===== config.mk =====
export PLATFORM = sky130hd
export DESIGN_NAME = met_mul
export DESIGN_NICKNAME = d
export VERILOG_FILES = /design/src/hdl/met_pkg.sv /design/src/hdl/met_mul.sv
export SDC_FILE = /design/constraint.sdc
export NUM_CORES = 2
export LEC_CHECK = 0
export ABC_AREA = 1
export BUFFER_PORTS_ARGS = -buffer_cell sky130_fd_sc_hd__buf_2
export CORE_UTILIZATION = 35
export CTS_BUF_LIST = sky130_fd_sc_hd__clkbuf_8
export DETAILED_ROUTE_END_ITERATION = 8
export HOLD_SLACK_MARGIN = 0.06
export PLACE_DENSITY = 0.59
export SLEW_MARGIN = 5
export SYNTH_ARGS = -nofsm -noshare
export SYNTH_HDL_FRONTEND = slang
export SYNTH_SLANG_ARGS = --single-unit
export TNS_END_PERCENT = 100

===== constraint.sdc =====
create_clock -name aclk -period 5.8 [get_ports aclk]
set_clock_uncertainty 0.05 [all_clocks]
set_input_delay 0.29 -clock aclk [delete_from_list [all_inputs] [get_ports aclk]]
set_output_delay 0.29 -clock aclk [all_outputs]
set_load 0.02 [all_outputs]

===== src/hdl/met_pkg.sv =====
`timescale 1ns / 1ps
`default_nettype none
// ----------------------------------------------------------------------------
// met_pkg: shared types and constants for the escape-time block
// Fixed-point formats, register codes and the multiplier request/response.
// ----------------------------------------------------------------------------
package met_pkg;

    localparam int FRAC_BITS  = 28;
    localparam int COUNT_BITS = 16;
    localparam int PER_W      = 16;
    localparam int CRD_W      = 32;
    localparam int VAL_W      = 48;
    localparam int MAG_W      = 36;
    localparam int HALF_W     = MAG_W / 2;
    localparam int PP_W       = MAG_W + HALF_W;
    localparam int ACC_W      = 2 * MAG_W;
    localparam int MAGSQ_W    = 34;
    localparam int CFG_ADDR_W = 2;
    localparam int CFG_DATA_W = 34;
    localparam int S_TDATA_W  = 64;
    localparam int M_TDATA_W  = 56;

    localparam logic signed [VAL_W-1:0] QUARTER   = VAL_W'(64'd1 << (FRAC_BITS - 2));
    localparam logic signed [VAL_W-1:0] SIXTEENTH = VAL_W'(64'd1 << (FRAC_BITS - 4));
    localparam logic signed [VAL_W-1:0] ONE       = VAL_W'(64'd1 << FRAC_BITS);

    localparam logic [MAGSQ_W-1:0]    MAGSQ_MAX    = {MAGSQ_W{1'b1}};
    localparam logic [COUNT_BITS-1:0] MAX_ITER_RST = COUNT_BITS'(256);
    localparam logic [MAGSQ_W-1:0]    BAILOUT_RST  = MAGSQ_W'(64'd1 << (FRAC_BITS + 2));
    localparam logic [PER_W-1:0]      PERIOD_RST   = PER_W'(20);

    typedef enum logic [CFG_ADDR_W-1:0] {
        CFG_MAX_ITER = 2'd0,
        CFG_BAILOUT  = 2'd1,
        CFG_PERIOD   = 2'd2
    } cfg_addr_t;

    typedef struct packed {
        logic                    start;
        logic                    half;
        logic signed [VAL_W-1:0] a;
        logic signed [VAL_W-1:0] b;
    } mul_req_t;

    typedef struct packed {
        logic                    done;
        logic signed [VAL_W-1:0] result;
    } mul_rsp_t;

endpackage
`default_nettype wire


===== src/hdl/met_mul.sv =====
`timescale 1ns / 1ps
`default_nettype none
// ----------------------------------------------------------------------------
// met_mul: shared fixed-point multiplier
// Signed product truncated toward zero, built from two passes of a
// 36x18 unsigned multiplier on the operand magnitudes.
// ----------------------------------------------------------------------------
module met_mul (
    input  wire logic              aclk,
    input  wire logic              aresetn,
    input  wire met_pkg::mul_req_t req,
    output met_pkg::mul_rsp_t      rsp
);

    typedef enum logic [2:0] {
        M_IDLE,
        M_ABS,
        M_LO,
        M_HI,
        M_ACC,
        M_FIN
    } mstate_t;

    mstate_t                           state_reg;
    logic signed [met_pkg::VAL_W-1:0]  a_raw_reg;
    logic signed [met_pkg::VAL_W-1:0]  b_raw_reg;
    logic [met_pkg::MAG_W-1:0]         a_reg;
    logic [met_pkg::MAG_W-1:0]         b_reg;
    logic                              neg_reg;
    logic                              half_reg;
    logic [met_pkg::PP_W-1:0]          pp_reg;
    logic [met_pkg::ACC_W-1:0]         acc_reg;
    logic signed [met_pkg::VAL_W-1:0]  res_reg;
    logic                              done_reg;

    logic [met_pkg::VAL_W-1:0] a_abs;
    logic [met_pkg::VAL_W-1:0] b_abs;
    logic [met_pkg::ACC_W-1:0] shifted;
    logic [met_pkg::VAL_W-1:0] sh_val;

    assign a_abs   = a_raw_reg[met_pkg::VAL_W-1] ? $unsigned(-a_raw_reg) : $unsigned(a_raw_reg);
    assign b_abs   = b_raw_reg[met_pkg::VAL_W-1] ? $unsigned(-b_raw_reg) : $unsigned(b_raw_reg);
    assign shifted = half_reg ? (acc_reg >> (met_pkg::FRAC_BITS - 1))
                              : (acc_reg >> met_pkg::FRAC_BITS);
    assign sh_val  = shifted[met_pkg::VAL_W-1:0];

    always_ff @(posedge aclk) begin
        if (!aresetn) begin
            state_reg <= M_IDLE;
            done_reg  <= 1'b0;
        end else begin
            done_reg <= 1'b0;
            case (state_reg)
                M_IDLE: begin
                    if (req.start) begin
                        a_raw_reg <= req.a;
                        b_raw_reg <= req.b;
                        half_reg  <= req.half;
                        state_reg <= M_ABS;
                    end
                end
                M_ABS: begin
                    a_reg     <= a_abs[met_pkg::MAG_W-1:0];
                    b_reg     <= b_abs[met_pkg::MAG_W-1:0];
                    neg_reg   <= a_raw_reg[met_pkg::VAL_W-1] ^ b_raw_reg[met_pkg::VAL_W-1];
                    state_reg <= M_LO;
                end
                M_LO: begin
                    pp_reg    <= a_reg * b_reg[met_pkg::HALF_W-1:0];
                    state_reg <= M_HI;
                end
                M_HI: begin
                    pp_reg    <= a_reg * b_reg[met_pkg::MAG_W-1:met_pkg::HALF_W];
                    acc_reg   <= met_pkg::ACC_W'(pp_reg);
                    state_reg <= M_ACC;
                end
                M_ACC: begin
                    acc_reg   <= acc_reg + (met_pkg::ACC_W'(pp_reg) << met_pkg::HALF_W);
                    state_reg <= M_FIN;
                end
                M_FIN: begin
                    res_reg   <= neg_reg ? -sh_val : sh_val;
                    done_reg  <= 1'b1;
                    state_reg <= M_IDLE;
                end
                default: begin
                    state_reg <= M_IDLE;
                end
            endcase
        end
    end

    assign rsp.done   = done_reg;
    assign rsp.result = res_reg;

endmodule
`default_nettype wire


* After elaboration in Yosys (flattened, before gate mapping)
Cells that the tools add are included.
Cells by class: multiplexer cells 9, multiply operators 2, reductions and logical operators 8, add/subtract/negate cells 4, bitwise operators 1, equal/unequal tests 6
Operators by type and width (number):
- 72-bit case mux with 2 select lines | 1
- 36-bit by 18-bit multiplier with 54-bit output | 2
- 54-bit case mux with 2 select lines | 1
- 72-bit adder | 1
- 36-bit two-way mux | 2
- 36-bit negator | 2
- 48-bit two-way mux | 1
- 45-bit negator with 48-bit output | 1
- 45-bit two-way mux | 1
- 3-bit case mux with 5 select lines | 1
- 2-bit AND reduction | 4
- 3-bit by 2-bit == test with 1-bit output, second input constant | 2
- 3-bit == test, second input constant | 2
- 2-bit nonzero test | 2
- 3-bit by 1-bit == test with 1-bit output, second input constant | 1
- 3-bit zero test | 1
- 3-bit two-way mux | 1
- 3-bit AND reduction | 1
- 2-bit != test, second input constant | 1
- 1-bit two-way mux | 1
- 1-bit bitwise XOR | 1
Word-level totals: word-level logic and storage cells 41, input port bits 100, output and inout port bits 49, bits in registers 348

* Longest topological paths before layout
depth after elaboration 3, depth in mapped cells 30, gate-level depth less buffers 28

* Least setup slack after synthesis
Ideal clock, no wire load.
kind reg2reg, from register state_reg[2], to register res_reg[0] in the netlist's numbering (enable), path buffers 0, arrival time 5072 ps, setup time 573 ps, required time 5177 ps, period minus slack after synthesis 5695 ps, stages on the path, launching flop included 3, setup slack 105 ps, cell sequence dfxtp_1 inv_1 nor4_1
On the way: word-level cells in the longest chain between the ends 2
RTL lines:
- from (decl) | RTL line met_mul.sv:24 | mstate_t state_reg;
- from (signal assigned) | RTL line met_mul.sv:49 | state_reg <= M_IDLE;
- from (signal assigned) | RTL line met_mul.sv:59 | state_reg <= M_ABS;
- from (signal assigned) | RTL line met_mul.sv:66 | state_reg <= M_LO;
- 3-bit == test | RTL line met_mul.sv:53 | case (state_reg)
- 2-bit AND reduction (no line)
- to (signal assigned) | RTL line met_mul.sv:82 | res_reg <= neg_reg ? -sh_val : sh_val;
- to (decl) | RTL line met_mul.sv:33 | logic signed [met_pkg::VAL_W-1:0] res_reg;
No other way between the ends. A chain may end at the register's enable or synchronous reset.

* Worst setup path in the final report
from register b_reg[6] in the netlist's numbering, to register pp_reg[43] in the netlist's numbering, data pin
On the way: word-level cells in the longest chain between the ends 2
RTL lines:
- from (decl) | RTL line met_mul.sv:28 | logic [met_pkg::MAG_W-1:0] b_reg;
- from (signal assigned) | RTL line met_mul.sv:64 | b_reg <= b_abs[met_pkg::MAG_W-1:0];
- 36-bit by 18-bit multiplier with 54-bit output | RTL line met_mul.sv:69 | pp_reg <= a_reg * b_reg[met_pkg::HALF_W-1:0];
- 54-bit case mux with 2 select lines | RTL line met_mul.sv:53
- to (signal assigned) | RTL line met_mul.sv:69
- to (signal assigned) | RTL line met_mul.sv:73 | pp_reg <= a_reg * b_reg[met_pkg::MAG_W-1:met_pkg::HALF_W];
- to (decl) | RTL line met_mul.sv:31 | logic [met_pkg::PP_W-1:0] pp_reg;
No other way between the ends.

==> summary.md <==
| Metric | Value |
|---|---|
| Placeable Area | 181000 um2 |
| Total grt overflow | 0 |
| NumNets Final | 10.9k |
| EDFF count, synth | 304 |
| Synth async-reset ratio | 0% |
| Crit end category | register |
| Worst-Margin Slew | 1.03 ns |
| Synthesis Warnings | 0 |
| # rows | 156 |
| Commonest cells after routing, fill and taps aside | 2815 x nand2_1, 2489 x inv_1, 1068 x fa_1, 477 x buf_4, 345 x nor2_1 |
| Antenna violations before repair | 1 |
| Final worst-path setup slack | -0.203 ns |
| Synth Register Bits | 308 |
| CTS Buffer Depth | 3 |
| Relative slew slack | 31.6% |
| Synth Net Count | 10.3k |
| Die Width | 429 um |
| Post-layout min period | 6.00 ns |
| Main synth FF type | edfxtp_1 |
| Post-DP HPWL | 172000 um |
| R2r endpoint | pp_reg[43]$_DFFE_PP_ |
| TNS Setup | -2.21 ns |
| Vias/cell | 4.69 |
| Total number of vias | 55.3k |
| Critical Path Start Type | register |
| DIE AREA | 184000 um2 |
| FF/Latch Area | 9210 um2 |
| Fmax | 0.167 GHz |
| Share of layout cells above drive strength 1 | 13.7% |
| Filler cells | 18.5k |
| Max cap viols | 0 |
| Reg2Reg Depth | 26 |
| Syn Area/Cell | 7.23 um2 |
| Max FO, Critical Path | 12 |
| Skew-Pair Late Insertion Delay | 0.75 ns |
| Dpl cell area | 71500 um2 |
| Combined area of the multi-input logic cells | 45800 um2 |
| Pre-Repair DR Iteration Count | 6 |
| CTS root buf | clkbuf_8 |
| Starting Density | 35.2% |
| First-pass GRT wire length | 321000 um |
| Fin area | 76200 um2 |
| Die H | 429 um |
| Final hold vios | 0 |
| Sequential-to-total area share from yosys stat | 14.4% |
| Req. time, crit path | 6.27 ns |
| Area Growth Syn to Fin | 19.5% |
| DRT Wirelength | 206000 um |
| Status | finished, violations left |
| Setup CP Type | register to register |
| Worst r2r src | b_reg[6]$_DFFE_PP_ |
| Post-DRT Antenna Nets | 0 |
| Total Routing Usage GR | 22.3% |
| Cells after Synth | 8822 |
| WHS Endpoint | a_raw_reg[3]$_DFFE_PP_ |
| WHS Path Cells | 2 |
| Hold path startpoint | req[51] |
| Hold/Removal Path Class | primary input to register |
| I/O pin count | 149 |
| Post-Syn Area | 63800 um2 |
| Drt drc | 0 |
| CTS tree | done |
| Count of final setup violators | 30 |
| H-tree Lvls | 2 |
| Vias in the first global route | 58.4k |
| Fin crit share | 103% |
| Largest net degree at the start of global routing | 61 |
| Commonest non-fill, non-tap cell in the layout | nand2_1 |
| Quantity of I/O buffers inserted on ports | 126 |
| Pins Over Slew Limit | 0 |
| RSZ-0062 raised after global routing | true |
| CTS buffer count | 61 |
| Failing checks | setup timing |
| Clk sinks | 308 |
| Clock-pin transition on the worst setup and hold timing paths | 0.06 ns |
| CP Data Arrival Time | 6.47 ns |
| Iter 0 DRT Violations | 3585 |
| FF-to-FF setup slack | -0.20 ns |
| Gpl congestion | 0.945 |
| Synth cell types | 43 |
| DR WL/cell | 17.4 um |
-- worst max-delay path: stages (launching register included) --
cell and delay, ns:
edfxtp_1 0.44, buf_12 0.19, nand2_1 0.07, inv_1 0.05
fa_1 0.53, inv_1 0.05, fa_1 0.48, fa_1 0.52
inv_1 0.06, fa_1 0.50, fa_1 0.49, inv_1 0.05
fa_1 0.50, inv_2 0.08, ha_4 0.23, buf_6 0.14
nand2_4 0.07, buf_6 0.10, inv_1 0.06, a21oi_4 0.17
nand2_4 0.10, nand3b_1 0.28, buf_4 0.22, nand2_1 0.07
nand3_1 0.07, nand3_1 0.13, nand2_1 0.10
-- cell usage after synthesis, types with 4 or more instances --
| cell type | number | area share, % |
|---|---|---|
| a21o_1 | 7 | 0.082 |
| a21oi_1 | 156 | 1.2 |
| and2_1 | 10 | 0.098 |
| buf_1 | 5 | 0.029 |
| buf_6 | 7 | 0.12 |
| clkbuf_1 | 317 | 1.9 |
| dfxtp_1 | 4 | 0.13 |
| edfxtp_1 | 304 | 14 |
| fa_1 | 1089 | 34 |
| ha_1 | 312 | 6.1 |
| inv_1 | 2522 | 15 |
| inv_2 | 6 | 0.035 |
| nand2_1 | 2923 | 17 |
| nand2_2 | 13 | 0.13 |
| nand3_1 | 234 | 1.8 |
| nand3b_1 | 26 | 0.31 |
| nand4_1 | 44 | 0.43 |
| nor2_1 | 437 | 2.6 |
| nor2_2 | 15 | 0.15 |
| nor3_1 | 38 | 0.30 |
| nor4_1 | 12 | 0.12 |
| o21ai_0 | 103 | 0.81 |
| o21ai_1 | 16 | 0.13 |
| o21ai_2 | 24 | 0.33 |
| o21bai_1 | 15 | 0.18 |
| o31ai_1 | 7 | 0.082 |
| or2_2 | 17 | 0.17 |
| xnor2_1 | 47 | 0.65 |
| xor2_1 | 87 | 1.2 |
-- layout make-up --
class                   instances  area share (%)
clock buffers                  62            1.12
flip-flops and latches        308            12.1
multi-input cells            5651            60.1
clock inverters                52           0.496
diodes                          3         0.00986
inverters                    2531            12.5
well taps                    2370            3.89
repair buffers                811            9.83
-- per-stage QoR --
stage | hold WS [ns] | util (%) | worst slack (ns) | cells
floorplan | 0.339 | - | 0.105 | 8822
global placement | 0.382 | 39.5 | -0.610 | 11500
detailed placement | 0.401 | 39.5 | -0.665 | 11500
CTS | 0.129 | 41.2 | -0.198 | 11700
global route | 0.162 | 42.1 | -0.454 | 11800
finish | 0.197 | 42.1 | -0.203 | 11800
-- what timing repair did --
action                                  in CTS  in global routing
pin swaps                                    8                 69
buffers inserted                             9                 35
endpoints found under the hold margin       80                  0
gates resized for setup                    218                317
hold buffers                                78                  0
gates cloned                                 1                  8
endpoints found under the setup margin      39                 41
-- worst max path at each step --
stage                                         start              endpoint  cells past startpoint
after floorplan           state_reg[2]$_SDFFE_PN0P_  res_reg[0]$_DFFE_PP_                      2
after global placement           b_reg[6]$_DFFE_PP_  pp_reg[27]$_DFFE_PP_                     24
after detailed placement         b_reg[6]$_DFFE_PP_  pp_reg[27]$_DFFE_PP_                     24
after CTS                        b_reg[6]$_DFFE_PP_  pp_reg[43]$_DFFE_PP_                     28
after global routing             b_reg[6]$_DFFE_PP_  pp_reg[43]$_DFFE_PP_                     28
final                            b_reg[6]$_DFFE_PP_  pp_reg[43]$_DFFE_PP_                     26
-- routing by layer --
layer / global-route usage [%] / wire length, um / vias up / share of wire (%)
met2: 38.7 / 98400 / 1731 / 48
met3: 2.52 / 11900 / 409 / 5.8
met4: 7.94 / 9280 / 0 / 4.5
met5: 0 / 0 / - / 0
met1: 28.7 / 86000 / 26900 / 42
li1: - / - / 26300 / -
-- logic make-up after synthesis --
kind of cell,synth area share (%)
AOI/OAI and AO/OA,3.01
adders and majority gates,40.3
and+or+nand+nor,23.4
muxes,0.0157
buffers and inverters,17.0
xor gates and xnor gates,1.84
DFF,14.4
Power is not shown: default switching activity piles up to over one toggle a cycle in this logic, so the estimate is an artifact.
